--- src/sv/nccs_pkg.sv ---
// Package for the NAND command cycle sequencer.
// Holds opcodes, result kinds, register indexes and the controller/datapath types.
// No dependencies.
`timescale 1ns / 1ps

package nccs_pkg;

	// Command opcodes, standard ONFI values.
	localparam logic [7:0] OP_READ0     = 8'h00;
	localparam logic [7:0] OP_PAGEPROG  = 8'h10;
	localparam logic [7:0] OP_READSTART = 8'h30;
	localparam logic [7:0] OP_ERASE1    = 8'h60;
	localparam logic [7:0] OP_STATUS    = 8'h70;
	localparam logic [7:0] OP_SEQIN     = 8'h80;
	localparam logic [7:0] OP_ERASE2    = 8'hD0;
	localparam logic [7:0] OP_RESET     = 8'hFF;

	// Result kinds.
	localparam logic [1:0] KIND_BUS   = 2'd0;
	localparam logic [1:0] KIND_CTRL  = 2'd1;
	localparam logic [1:0] KIND_DELAY = 2'd2;
	localparam logic [1:0] KIND_POLL  = 2'd3;

	// Configuration register indexes and reset values.
	localparam int unsigned CFG_IDX_W = 2;
	localparam int unsigned CFG_DATA_W = 16;
	localparam logic [CFG_IDX_W-1:0] CFG_CHIP_DELAY = 2'd0;
	localparam logic [CFG_IDX_W-1:0] CFG_WIDE_BUS   = 2'd1;
	localparam logic [CFG_IDX_W-1:0] CFG_CAPACITY   = 2'd2;
	localparam logic [9:0]  CHIP_DELAY_RESET = 10'd25;
	localparam logic [15:0] CAPACITY_RESET   = 16'd512;
	localparam logic [15:0] BIG_CAPACITY_MB  = 16'd128;

	// Which result item the datapath builds in a given cycle.
	typedef enum logic [3:0] {
		SEL_CMD,
		SEL_COL0,
		SEL_COL1,
		SEL_ROW0,
		SEL_ROW1,
		SEL_ROW2,
		SEL_CTRL,
		SEL_DELAY,
		SEL_CMD2,
		SEL_POLL
	} sel_t;

	// Tail of the sequence after the control-change cycle.
	typedef enum logic [1:0] {
		OPC_END,
		OPC_RESET,
		OPC_READ0,
		OPC_OTHER
	} op_class_t;

	// Controller to datapath.
	typedef struct packed {
		logic load;
		logic emit;
		logic last;
		sel_t sel;
	} cmd_t;

	// Datapath to controller.
	typedef struct packed {
		logic      col_present;
		logic      row_present;
		logic      third_row;
		op_class_t op_class;
	} status_t;

endpackage

--- src/sv/nccs_ctrl.sv ---
// Controller state machine of the NAND command cycle sequencer.
// Steps through the bus cycles of one command; depends on nccs_pkg.
`timescale 1ns / 1ps

module nccs_ctrl (
	input  logic             clk,
	input  logic             arst_n,
	input  logic             start,
	input  nccs_pkg::status_t status,
	output nccs_pkg::cmd_t   cmd,
	output logic             busy
);

	typedef enum logic [12:0] {
		S_IDLE    = 13'b0000000000001,
		S_CMD     = 13'b0000000000010,
		S_COL0    = 13'b0000000000100,
		S_COL1    = 13'b0000000001000,
		S_ROW0    = 13'b0000000010000,
		S_ROW1    = 13'b0000000100000,
		S_ROW2    = 13'b0000001000000,
		S_CTRL    = 13'b0000010000000,
		S_DLY_PRE = 13'b0000100000000,
		S_CMD2    = 13'b0001000000000,
		S_CTRL2   = 13'b0010000000000,
		S_POLL    = 13'b0100000000000,
		S_DLY     = 13'b1000000000000
	} state_t;

	state_t state_q;
	state_t state_d;

	// Next-state selection.
	always_comb begin
		state_d = state_q;
		case (state_q)
			S_IDLE: begin
				if (start) state_d = S_CMD;
			end
			S_CMD: begin
				if (status.col_present) state_d = S_COL0;
				else if (status.row_present) state_d = S_ROW0;
				else state_d = S_CTRL;
			end
			S_COL0: state_d = S_COL1;
			S_COL1: begin
				state_d = status.row_present ? S_ROW0 : S_CTRL;
			end
			S_ROW0: state_d = S_ROW1;
			S_ROW1: begin
				state_d = status.third_row ? S_ROW2 : S_CTRL;
			end
			S_ROW2: state_d = S_CTRL;
			S_CTRL: begin
				case (status.op_class)
					nccs_pkg::OPC_END:   state_d = S_IDLE;
					nccs_pkg::OPC_RESET: state_d = S_DLY_PRE;
					nccs_pkg::OPC_READ0: state_d = S_CMD2;
					default:             state_d = S_DLY;
				endcase
			end
			S_DLY_PRE: state_d = S_CMD2;
			S_CMD2:    state_d = S_CTRL2;
			S_CTRL2: begin
				state_d = (status.op_class == nccs_pkg::OPC_RESET) ? S_POLL : S_DLY;
			end
			S_POLL: state_d = S_IDLE;
			S_DLY:  state_d = S_IDLE;
			default: state_d = S_IDLE;
		endcase
	end

	always_ff @(posedge clk or negedge arst_n) begin
		if (!arst_n) begin
			state_q <= S_IDLE;
		end else begin
			state_q <= state_d;
		end
	end

	// Commands for the datapath. A request is taken only in idle, one item is built per
	// non-idle state, and the final item is the one before idle.
	always_comb begin
		cmd.load = start && (state_q == S_IDLE);
		cmd.emit = (state_q != S_IDLE);
		cmd.last = (state_q != S_IDLE) && (state_d == S_IDLE);
		case (state_q)
			S_CMD:     cmd.sel = nccs_pkg::SEL_CMD;
			S_COL0:    cmd.sel = nccs_pkg::SEL_COL0;
			S_COL1:    cmd.sel = nccs_pkg::SEL_COL1;
			S_ROW0:    cmd.sel = nccs_pkg::SEL_ROW0;
			S_ROW1:    cmd.sel = nccs_pkg::SEL_ROW1;
			S_ROW2:    cmd.sel = nccs_pkg::SEL_ROW2;
			S_CTRL:    cmd.sel = nccs_pkg::SEL_CTRL;
			S_CTRL2:   cmd.sel = nccs_pkg::SEL_CTRL;
			S_DLY_PRE: cmd.sel = nccs_pkg::SEL_DELAY;
			S_DLY:     cmd.sel = nccs_pkg::SEL_DELAY;
			S_CMD2:    cmd.sel = nccs_pkg::SEL_CMD2;
			S_POLL:    cmd.sel = nccs_pkg::SEL_POLL;
			default:   cmd.sel = nccs_pkg::SEL_CMD;
		endcase
	end

	assign busy = (state_q != S_IDLE);

endmodule

--- src/sv/nccs_datapath.sv ---
// Datapath of the NAND command cycle sequencer.
// Holds the request, the configuration registers and the result register; depends on nccs_pkg.
`timescale 1ns / 1ps

module nccs_datapath (
	input  logic                                 clk,
	input  logic                                 arst_n,
	input  nccs_pkg::cmd_t                       cmd,
	output nccs_pkg::status_t                    status,
	input  logic [7:0]                           opcode,
	input  logic                                 column_present,
	input  logic [15:0]                          column_address,
	input  logic                                 row_present,
	input  logic [23:0]                          row_address,
	input  logic                                 cfg_we,
	input  logic [nccs_pkg::CFG_IDX_W-1:0]       cfg_index,
	input  logic [nccs_pkg::CFG_DATA_W-1:0]      cfg_data,
	output logic                                 strobe,
	output logic [1:0]                           kind,
	output logic [7:0]                           bus_byte,
	output logic                                 cle,
	output logic                                 ale,
	output logic                                 chip_enable,
	output logic                                 ctrl_change,
	output logic [9:0]                           delay_us,
	output logic                                 last
);

	logic [7:0]  op_q;
	logic        colp_q;
	logic [15:0] col_q;
	logic        rowp_q;
	logic [23:0] row_q;

	logic [9:0]  chip_delay_q;
	logic        wide_bus_q;
	logic [15:0] capacity_q;

	logic        strobe_q;
	logic [1:0]  kind_q;
	logic [7:0]  byte_q;
	logic        cle_q;
	logic        ale_q;
	logic        ce_q;
	logic        chg_q;
	logic [9:0]  delay_q;
	logic        last_q;

	logic [15:0] col_eff;
	logic [1:0]  kind_d;
	logic [7:0]  byte_d;
	logic        cle_d;
	logic        ale_d;
	logic        ce_d;
	logic        chg_d;
	logic [9:0]  delay_d;

	// Request register, loaded on the input transfer.
	always_ff @(posedge clk) begin
		if (cmd.load) begin
			op_q   <= opcode;
			colp_q <= column_present;
			col_q  <= column_address;
			rowp_q <= row_present;
			row_q  <= row_address;
		end
	end

	// Configuration registers; an unknown index is ignored.
	always_ff @(posedge clk or negedge arst_n) begin
		if (!arst_n) begin
			chip_delay_q <= nccs_pkg::CHIP_DELAY_RESET;
			wide_bus_q   <= 1'b0;
			capacity_q   <= nccs_pkg::CAPACITY_RESET;
		end else if (cfg_we) begin
			case (cfg_index)
				nccs_pkg::CFG_CHIP_DELAY: chip_delay_q <= cfg_data[9:0];
				nccs_pkg::CFG_WIDE_BUS:   wide_bus_q   <= cfg_data[0];
				nccs_pkg::CFG_CAPACITY:   capacity_q   <= cfg_data;
				default: ;
			endcase
		end
	end

	// Status for the controller.
	always_comb begin
		status.col_present = colp_q;
		status.row_present = rowp_q;
		status.third_row   = (capacity_q > nccs_pkg::BIG_CAPACITY_MB);
		if (op_q inside {nccs_pkg::OP_ERASE1, nccs_pkg::OP_ERASE2,
				nccs_pkg::OP_SEQIN, nccs_pkg::OP_PAGEPROG}) begin
			status.op_class = nccs_pkg::OPC_END;
		end else if (op_q == nccs_pkg::OP_RESET) begin
			status.op_class = nccs_pkg::OPC_RESET;
		end else if (op_q == nccs_pkg::OP_READ0) begin
			status.op_class = nccs_pkg::OPC_READ0;
		end else begin
			status.op_class = nccs_pkg::OPC_OTHER;
		end
	end

	// On a 16-bit bus the column is sent in words.
	assign col_eff = wide_bus_q ? {1'b0, col_q[15:1]} : col_q;

	// Build the selected item.
	always_comb begin
		kind_d  = nccs_pkg::KIND_BUS;
		byte_d  = 8'h00;
		cle_d   = 1'b0;
		ale_d   = 1'b0;
		ce_d    = 1'b1;
		chg_d   = 1'b0;
		delay_d = 10'd0;
		case (cmd.sel)
			nccs_pkg::SEL_CMD: begin
				byte_d = op_q;
				cle_d  = 1'b1;
				chg_d  = 1'b1;
			end
			nccs_pkg::SEL_COL0: begin
				byte_d = col_eff[7:0];
				ale_d  = 1'b1;
				chg_d  = 1'b1;
			end
			nccs_pkg::SEL_COL1: begin
				byte_d = col_eff[15:8];
				ale_d  = 1'b1;
			end
			nccs_pkg::SEL_ROW0: begin
				byte_d = row_q[7:0];
				ale_d  = 1'b1;
				chg_d  = !colp_q;
			end
			nccs_pkg::SEL_ROW1: begin
				byte_d = row_q[15:8];
				ale_d  = 1'b1;
			end
			nccs_pkg::SEL_ROW2: begin
				byte_d = row_q[23:16];
				ale_d  = 1'b1;
			end
			nccs_pkg::SEL_CTRL: begin
				kind_d = nccs_pkg::KIND_CTRL;
				chg_d  = 1'b1;
			end
			nccs_pkg::SEL_DELAY: begin
				kind_d  = nccs_pkg::KIND_DELAY;
				ce_d    = 1'b0;
				delay_d = chip_delay_q;
			end
			nccs_pkg::SEL_CMD2: begin
				byte_d = (op_q == nccs_pkg::OP_RESET) ? nccs_pkg::OP_STATUS
					: nccs_pkg::OP_READSTART;
				cle_d  = 1'b1;
				chg_d  = 1'b1;
			end
			nccs_pkg::SEL_POLL: begin
				kind_d = nccs_pkg::KIND_POLL;
				ce_d   = 1'b0;
			end
			default: ;
		endcase
	end

	// Result register: each item is shown for exactly one cycle.
	always_ff @(posedge clk or negedge arst_n) begin
		if (!arst_n) begin
			strobe_q <= 1'b0;
		end else begin
			strobe_q <= cmd.emit;
		end
	end

	always_ff @(posedge clk) begin
		if (cmd.emit) begin
			kind_q  <= kind_d;
			byte_q  <= byte_d;
			cle_q   <= cle_d;
			ale_q   <= ale_d;
			ce_q    <= ce_d;
			chg_q   <= chg_d;
			delay_q <= delay_d;
			last_q  <= cmd.last;
		end
	end

	assign strobe      = strobe_q;
	assign kind        = kind_q;
	assign bus_byte    = byte_q;
	assign cle         = cle_q;
	assign ale         = ale_q;
	assign chip_enable = ce_q;
	assign ctrl_change = chg_q;
	assign delay_us    = delay_q;
	assign last        = last_q;

endmodule

--- src/sv/nand_command_cycle_sequencer_core.sv ---
// NAND command cycle sequencer, top level: expands one command into its bus cycles.
// The start transfer passes through the controller's state register and then the result register
// before the first item is on the result ports; then one item a cycle follows. A command of n items
// (2 to 11) is walked by the controller one state per item; busy is low again on the cycle
// the last item is shown. Results cannot be stalled. Reset is asynchronous and active low;
// it returns the registers to 25 us delay, 8-bit bus and 512 MB. Depends on nccs_pkg.
`timescale 1ns / 1ps

module nand_command_cycle_sequencer_core (
	input  logic                            clk,
	input  logic                            arst_n,
	input  logic                            start,
	output logic                            busy,
	input  logic [7:0]                      opcode,
	input  logic                            column_present,
	input  logic [15:0]                     column_address,
	input  logic                            row_present,
	input  logic [23:0]                     row_address,
	input  logic                            cfg_valid,
	output logic                            cfg_ready,
	input  logic [nccs_pkg::CFG_IDX_W-1:0]  cfg_index,
	input  logic [nccs_pkg::CFG_DATA_W-1:0] cfg_data,
	output logic                            strobe,
	output logic [1:0]                      kind,
	output logic [7:0]                      bus_byte,
	output logic                            cle,
	output logic                            ale,
	output logic                            chip_enable,
	output logic                            ctrl_change,
	output logic [9:0]                      delay_us,
	output logic                            last
);

	nccs_pkg::cmd_t    cmd;
	nccs_pkg::status_t status;

	// Register writes are taken in any cycle.
	assign cfg_ready = 1'b1;

	nccs_ctrl u_ctrl (
		.clk    (clk),
		.arst_n (arst_n),
		.start  (start),
		.status (status),
		.cmd    (cmd),
		.busy   (busy)
	);

	nccs_datapath u_datapath (
		.clk            (clk),
		.arst_n         (arst_n),
		.cmd            (cmd),
		.status         (status),
		.opcode         (opcode),
		.column_present (column_present),
		.column_address (column_address),
		.row_present    (row_present),
		.row_address    (row_address),
		.cfg_we         (cfg_valid && cfg_ready),
		.cfg_index      (cfg_index),
		.cfg_data       (cfg_data),
		.strobe         (strobe),
		.kind           (kind),
		.bus_byte       (bus_byte),
		.cle            (cle),
		.ale            (ale),
		.chip_enable    (chip_enable),
		.ctrl_change    (ctrl_change),
		.delay_us       (delay_us),
		.last           (last)
	);

	// An accepted command keeps the block busy in the following cycle.
	a_start_busy: assert property (@(posedge clk) disable iff (!arst_n)
		start && !busy |=> busy)
		else $error("busy not raised after a start transfer");

	// The final item of a command is never followed straight by another item.
	a_last_gap: assert property (@(posedge clk) disable iff (!arst_n)
		strobe && last |=> !strobe)
		else $error("item shown straight after the last item");

	// Delay and poll items drive no bus lines.
	a_marker_quiet: assert property (@(posedge clk) disable iff (!arst_n)
		strobe && (kind == nccs_pkg::KIND_DELAY || kind == nccs_pkg::KIND_POLL)
		|-> (bus_byte == 8'h00) && !cle && !ale && !chip_enable && !ctrl_change)
		else $error("marker item drives bus lines");

	// Only delay items carry a delay, and no cycle latches command and address together.
	a_delay_cle_ale: assert property (@(posedge clk) disable iff (!arst_n)
		strobe |-> !(cle && ale) && ((kind == nccs_pkg::KIND_DELAY) || (delay_us == 10'd0)))
		else $error("bad control lines or stray delay value");

	// A new item appears only while busy or on the cycle in which busy falls.
	a_strobe_src: assert property (@(posedge clk) disable iff (!arst_n)
		strobe |-> $past(busy))
		else $error("item shown without a command in progress");

endmodule
--- config.mk ---
export PLATFORM = sky130hd
export DESIGN_NAME = nand_command_cycle_sequencer_core
export DESIGN_NICKNAME = d
export VERILOG_FILES = /design/src/sv/nccs_pkg.sv /design/src/sv/nccs_ctrl.sv /design/src/sv/nccs_datapath.sv /design/src/sv/nand_command_cycle_sequencer_core.sv
export SDC_FILE = /design/constraint.sdc
export NUM_CORES = 1
export LEC_CHECK = 0
export ABC_CLOCK_PERIOD_IN_PS = 4600
export BUFFER_PORTS_ARGS = -buffer_cell sky130_fd_sc_hd__buf_2
export CAP_MARGIN = 30
export CORE_UTILIZATION = 45
export DETAILED_ROUTE_END_ITERATION = 7
export GPL_TIMING_DRIVEN = 0
export PLACE_DENSITY = 0.77
export SYNTH_ARGS = -nofsm -noshare
export SYNTH_HDL_FRONTEND = slang
export SYNTH_SLANG_ARGS = --single-unit
--- constraint.sdc ---
create_clock -name clk -period 4.6 [get_ports clk]
set_clock_uncertainty 0.05 [all_clocks]
set_input_delay 0.46 -clock clk [delete_from_list [all_inputs] [get_ports clk]]
set_output_delay 0.46 -clock clk [all_outputs]
set_load 0.005 [all_outputs]
==> results of run 1 <==
==> area by class of cell <==
| type | count | area share (%) |
|---|---|---|
| sequential | 116 | 50.8 |
| multi-input combinational | 231 | 26.2 |
| timing repair buffer | 102 | 8.71 |
| clock buffer | 19 | 6.69 |
| tap | 140 | 2.71 |
| clock inverter | 13 | 2.48 |
| buffer | 19 | 1.88 |
| inverter | 9 | 0.522 |
==> through the flow <==
stage | std cells | hold slack, ns
6_report | 649 | 0.178
5_1_grt | 649 | 0.159
4_1_cts | 647 | 0.161
3_5_place_dp | 615 | 0.413
3_3_place_gp | 613 | 0.405
2_1_floorplan | 375 | 0.114
==> layer usage <==
layer	GRT usage, %	wire length [µm]	vias to the layer above
met2	30.8	5090	170
met3	5.56	885	24
met1	26.3	4390	1703
met5	0	0	-
li1	-	-	1675
met4	7.82	187	0
==> critical path: cells and delay by family, from the launching register on <==
| family | cells | cell delay [ns] |
|---|---|---|
| buffers and inverters | 3 | 0.69 |
| DFF | 1 | 0.36 |
| and+or+nand+nor | 4 | 1.32 |
==> sequential cells by signal, summed over array words and instances (netlist names), 2 cells and up <==
| register | count |
|---|---|
| u_datapath.op_q | 8 |
| u_datapath.delay_us | 10 |
| u_ctrl.state_q | 13 |
| u_datapath.chip_delay_q | 10 |
| u_datapath.bus_byte | 8 |
| u_datapath.col_q | 16 |
| u_datapath.capacity_q | 16 |
| u_datapath.kind | 2 |
| u_datapath.row_q | 24 |
==> where the power goes <==
group	internal [mW]	switching [mW]	total (mW)	leakage (nW)
registers	1.49	0.116	1.60	1.22
logic	0.326	0.467	0.793	1.11
clock network	0.848	0.450	1.30	0.277
total	2.66	1.03	3.70	2.60
==> logic make-up after synthesis <==
family | count (synthesis) | synth area share [%]
AO/OA/AOI/OAI | 48 | 6.78
XOR/XNOR | 8 | 1.37
buffers and inverters | 28 | 3.02
flip-flops | 116 | 64.0
multiplexers | 40 | 8.69
other | 1 | 0.0731
AND/OR/NAND/NOR | 134 | 16.0
==> worst paths after layout <==
kind / startpoint / depth (start not counted) / endpoint
max in group asynchronous: arst_n / 3 / u_ctrl.state_q[0]
worst min-delay path: row_address[12] / 1 / u_datapath.row_q[12]
min in group asynchronous: arst_n / 3 / u_datapath.chip_delay_q[5]
worst max-delay path: u_ctrl.state_q[9] / 7 / busy
worst max register to register: u_ctrl.state_q[9] / 7 / u_datapath.row_q[16]
worst min register to register: u_datapath.rowp_q / 1 / u_ctrl.state_q[7]
==> synthesized netlist by cell type (all sizes together) <==
cell type,instances,area share (%)
a211oi,2,0.39
a21oi,9,0.88
a221oi,2,0.34
a222oi,1,0.20
a22oi,7,1.0
a311oi,1,0.29
a31oi,2,0.24
a32oi,1,0.17
and2,10,1.2
and3,1,0.12
and3b,1,0.17
buf,16,2.1
clkbuf,3,0.22
clkinv,1,0.073
conb,1,0.073
dfrtp,36,18
dfstp,5,2.6
edfxtp,75,44
inv,8,0.59
mux2,36,7.9
mux2i,4,0.78
nand2,25,1.8
nand2b,2,0.24
nand3,11,1.2
nand3b,9,1.3
nand4,14,1.7
nor2,23,1.7
nor2b,5,0.66
nor3,11,1.5
nor3b,2,0.29
nor4,8,1.7
nor4b,3,0.81
o211a,1,0.20
o211ai,5,0.83
o21ai,10,0.98
o22ai,2,0.24
o311ai,1,0.17
o32ai,2,0.34
o41ai,2,0.49
or2,1,0.17
or3,3,0.56
or4,4,0.66
or4b,1,0.20
xnor2,3,0.51
xor2,5,0.85
==> repair_timing <==
| action | in CTS | in global routing |
|---|---|---|
| hold endpoints to repair | 0 | 36 |
| hold buffers | 0 | 1 |
| endpoints found under the setup margin | 0 | 0 |
| buffers inserted | 0 | 0 |
==> key figures, run 1 <==
Status
  • Outcome: finished clean

Clock network
  • Num Clock Sinks: around 120
  • # H-tree levels: 4
  • CTS Buffer Depth: 2
  • CTS Buf Count: 17
  • Clock transition at the registers of the reported paths: roughly 0.050 ns
  • CTS tree: done
  • Root buffer cell: clkbuf_16
  • Later-pin clock latency in the skew report: about 0.41 ns
  • Post-CTS sizing: 0

Global routing
  • GRT Residual Overflow: 0
  • Initial antenna violation count: 0
  • Largest net degree at the start of global routing: 42
  • Global-route wire length before repair: approximately 17 mm
  • Gr usage total: 19.8%
  • Vias in the first global route: about 3,400

Yosys
  • Cell Area, Synth: around 5100 µm²
  • Post-synthesis cell count: 375
  • Mean post-synth cell area: between 10 and 15 µm²
  • Synth Warn #: 0
  • Count of cell types in the netlist: 63
  • Number of synthesized register bits: 116
  • Synth Net Count: between 400 and 500
  • Sequential fraction of the synthesis area: 64.0%

Route
  • Via count: ~3,600
  • Final ANT Viol Nets: 0
  • Vias per std cell: 5.50
  • Drt pass-1 iters: 5
  • # DRC: 0
  • Initial drt markers: around 230
  • Routed WL: between 10 and 15 mm
  • WL per Instance: ~16 µm

Cells and area
  • Utilization after layout: just under 60%
  • Area Overhead vs Synth: 26.1%
  • Share of cells above drive strength 1: between 40% and 50%
  • Most common cell after layout, fill and taps aside: buf_2
  • Area of the multi-input gates: between 1500 and 2000 µm²
  • Antenna diode count: 0
  • Post-route cell area: about 6500 µm²
  • Most frequent cells in the layout: 105 x buf_2, 75 x edfxtp_1, 36 x mux2_2, 36 x dfrtp_1, 25 x nand2_1
  • Register area: approximately 3300 µm²
  • Net count, final: approximately 570
  • FILL cells: 850

STA
  • Period utilization: about 72%
  • RSZ-0062 raised after global routing: false
  • Worst slew pin tran: around 0.7 ns
  • Setup TNS: 0 ns
  • Slew headroom: a little over half
  • F_max: approximately 300 MHz
  • Setup violators final: 0
  • Hold Vio Cnt, Final: 0
  • Final WS setup: 1.31 ns
  • Fin crit period: about 3.3 ns
  • Final slew viol count: 0

Critical path
  • Critical Path End Type: primary output
  • Setup slack, reg-to-reg: 1.36 ns
  • Worst stage delay on the critical path: around 0.49 ns
  • Crit Path Class: reg2out
  • Startpoint Class: flip-flop
  • Worst-path cell chain: buf_2 > nor2_1 > nand2_1 > nor2_1 > nand3_1 > buf_8 > buf_2
  • Critical Path Fanout Max: 21
  • CP arrival: between 2 and 3 ns
  • Crit-path slowest cell: nand3_1
  • Required @ worst endpoint: ~4.1 ns

Floorplanning
  • Num rows: 38
  • I/O pin cnt: 100
  • Die X: around 110 µm
  • Core Box Area: between 10,000 and 15,000 µm²
  • Die Span Y: around 110 µm
  • Die ar.: roughly 12,000 µm²
  • Initial Util: between 40% and 50%

Placement
  • PortBufs: 98
  • Place WS: approximately 1.4 ns
  • Hpwl dp: between 7 and 8 mm
  • Placer Congestion: roughly 0.87
  • Placed Area: slightly below 6000 µm²

Power
  • PD cells: ~570 nW/µm²
  • Total Power: 3.70 mW
  • Pleak: around 2.6 nW
  • Maximum VDD drop: 0.418 mV

Worst hold path
  • Worst hold path type: in2reg

Job
  • MaxCap Viol Count: 0
Note: power is estimated with default switching activity, not from simulation.
==> run 2, diff against run 1 <==
ABC_CLOCK_PERIOD_IN_PS = 2700   (was 4600)
clock period = 2.7 ns   (was 4.6 ns; I/O delays follow)
==> run 2 against run 1 <==
Against the previous run: non-clock buffer count up 49; utilization rose by 4.8 points; die area unchanged; largest cell class unchanged.
==> key figures, run 2 (synthesis results as in run 1) <==
Status
  • Outcome: finished clean

Power
  • Switching Share: around 28%
  • Internal power: approximately 4.7 mW
  • Sequential Power Share: 42.0%
  • Maximum VDD drop: 0.656 mV
  • PD cells: 934 nW/µm²
  • NetSw: between 1.5 and 2 mW
  • Pleak: 2.83 nW
  • Comb pwr share: between 20% and 30%
  • Clock group share of total power: between 30% and 40%

Route
  • Vias per std cell: roughly 5.4
  • WL per Instance: between 15 and 20 µm
  • # DRC: 0
  • Routed WL: between 10 and 15 mm
  • Final ANT Viol Nets: 0
  • Initial drt markers: 181
  • Via count: 3,806
  • Drt pass-1 iters: 5

Cells and area
  • Biggest regs: u_datapath.row_q (24), u_datapath.capacity_q (16), u_datapath.col_q (16)
  • Most frequent cells in the layout: 105 x buf_2, 75 x edfxtp_1, 50 x dlygate4sd3_1
  • Antenna diode count: 0
  • Area Overhead vs Synth: 36.5%
  • Share of cells above drive strength 1: a little under two fifths
  • Biggest register: u_datapath.row_q
  • Most common cell after layout, fill and taps aside: buf_2
  • Post-route cell area: around 7000 µm²
  • Max reg flops: 24
  • Utilization after layout: between 60% and 70%
  • Net count, final: approximately 620

Critical path
  • Buf/Inv on CP: 2
  • RR Endpoint: u_datapath.op_q[6]
  • Setup slack, reg-to-reg: approximately 0.26 ns
  • Worst stage delay on the critical path: approximately 0.37 ns
  • Instance count on the critical path: 6
  • Worst Reg2Reg Path Length in Cells: 7
  • Critical Path End Type: primary output
  • Crit-path slowest cell: dfrtp_1
  • Critical Path Fanout Max: 15
  • CP top delay family: simple AND/OR/NAND/NOR gates
  • Startpoint Class: flip-flop
  • CP arrival: around 2.2 ns
  • Worst-path cell chain: buf_6 > nor3_2 > nand2_2 > nor2_4 > nand3_4 > buf_2
  • CP startpoint: u_ctrl.state_q[11]
  • Required @ worst endpoint: between 2 and 2.5 ns
  • Crit path to: busy
  • Crit Path Class: reg2out
  • R2R Path Start: u_ctrl.state_q[11]

Global routing
  • Initial antenna violation count: 0
  • Gr usage total: a little under a quarter
  • Vias in the first global route: 3,858
  • Global-route wire length before repair: approximately 20 mm
  • GRT Residual Overflow: 0
  • Largest net degree at the start of global routing: 42

Placement
  • Place WS: -0.293 ns
  • Hpwl dp: between 7 and 8 mm
  • Placed Area: about 5800 µm²
  • Placer Congestion: slightly below 0.9
  • PortBufs: 98

STA
  • Final WS setup: around 0.17 ns
  • Hold Slack: 0.0288 ns
  • Hold Vio Cnt, Final: 0
  • Slew headroom: a little under two fifths
  • Period utilization: ~94%
  • F_max: around 400 MHz
  • Fin crit period: about 2.5 ns
  • Setup TNS: 0 ns
  • Final slew viol count: 0
  • RSZ-0062 raised after global routing: false
  • Setup violators final: 0
  • Worst slew pin tran: 0.944 ns

Clock network
  • Later-pin clock latency in the skew report: between 0.4 and 0.5 ns
  • CTS Buf Count: 17
  • CTS tree: done
  • Clock transition at the registers of the reported paths: roughly 0.050 ns
  • CTS Buffer Depth: 2
  • Root buffer cell: clkbuf_16
  • # H-tree levels: 4
  • Num Clock Sinks: 116

Worst hold path
  • Worst hold path cell count: 1
  • Worst hold path type: in2reg
  • HP Start: opcode[4]

Floorplanning
  • Core Box Area: roughly 11,000 µm²
  • Die Span Y: approximately 110 µm
  • Die X: approximately 110 µm
  • I/O pin cnt: 100
  • Num rows: 38
  • Initial Util: 46.7%
  • Die ar.: 11,800 µm²

Job
  • MaxCap Viol Count: 0
run 2: what timing repair did:
action                                  CTS  global route
setup buffers                             2             0
endpoints found under the setup margin   51             1
cloned                                    1             0
endpoints found under the hold margin    84             1
pin swaps                                 1             0
resized for setup                         0             2
hold buffers                             49             1
run 2: area by class of cell:
type / instances / area, µm²
plain buffers: 19 / 121
clock buffers: 24 / 493
clock inverters: 8 / 125
fillers: 819 / 3980
inverters: 9 / 33.8
multi-input cells: 232 / 1740
flip-flops and latches: 116 / 3280
well taps: 140 / 175
repair buffers: 151 / 1030
run 2: through the flow:
step           total power [mW]  instances
5_1_grt                    6.82        699
3_5_place_dp               4.10        614
4_1_cts                    6.52        698
3_3_place_gp               4.03        613
2_1_floorplan              3.55        375
6_report                   6.53        699
run 2: routing by layer:
metal	track usage, %	part of all wire [%]	routed length, µm	up-vias
met5	0	0	0	-
met4	10.2	2.5	326	0
met3	6.75	7.1	917	32
met2	40.0	52	6640	172
met1	27.1	39	4940	1831
li1	-	-	-	1771
run 2: how the worst min path moves through the flow:
| stage | to | slack, ns |
|---|---|---|
| final | u_datapath.op_q[4] | 0.03 |
| after global routing | u_datapath.op_q[4] | 0.006 |
| after CTS | u_datapath.op_q[4] | 0.0002 |
| after detailed placement | u_datapath.row_q[13] | 0.40 |
| after global placement | u_datapath.col_q[0] | 0.40 |
| after floorplan | u_ctrl.state_q[10] | -0.08 |
run 2: power groups by stage:
| stage | Sequential, mW | Combinational (mW) | Clock [mW] |
|---|---|---|---|
| after floorplan | 2.73 | 0.823 | 0 |
| after global placement | 2.76 | 1.27 | 0 |
| after detailed placement | 2.76 | 1.34 | 0 |
| after CTS | 2.74 | 1.46 | 2.32 |
| after global routing | 2.79 | 1.60 | 2.42 |
| final | 2.75 | 1.48 | 2.31 |
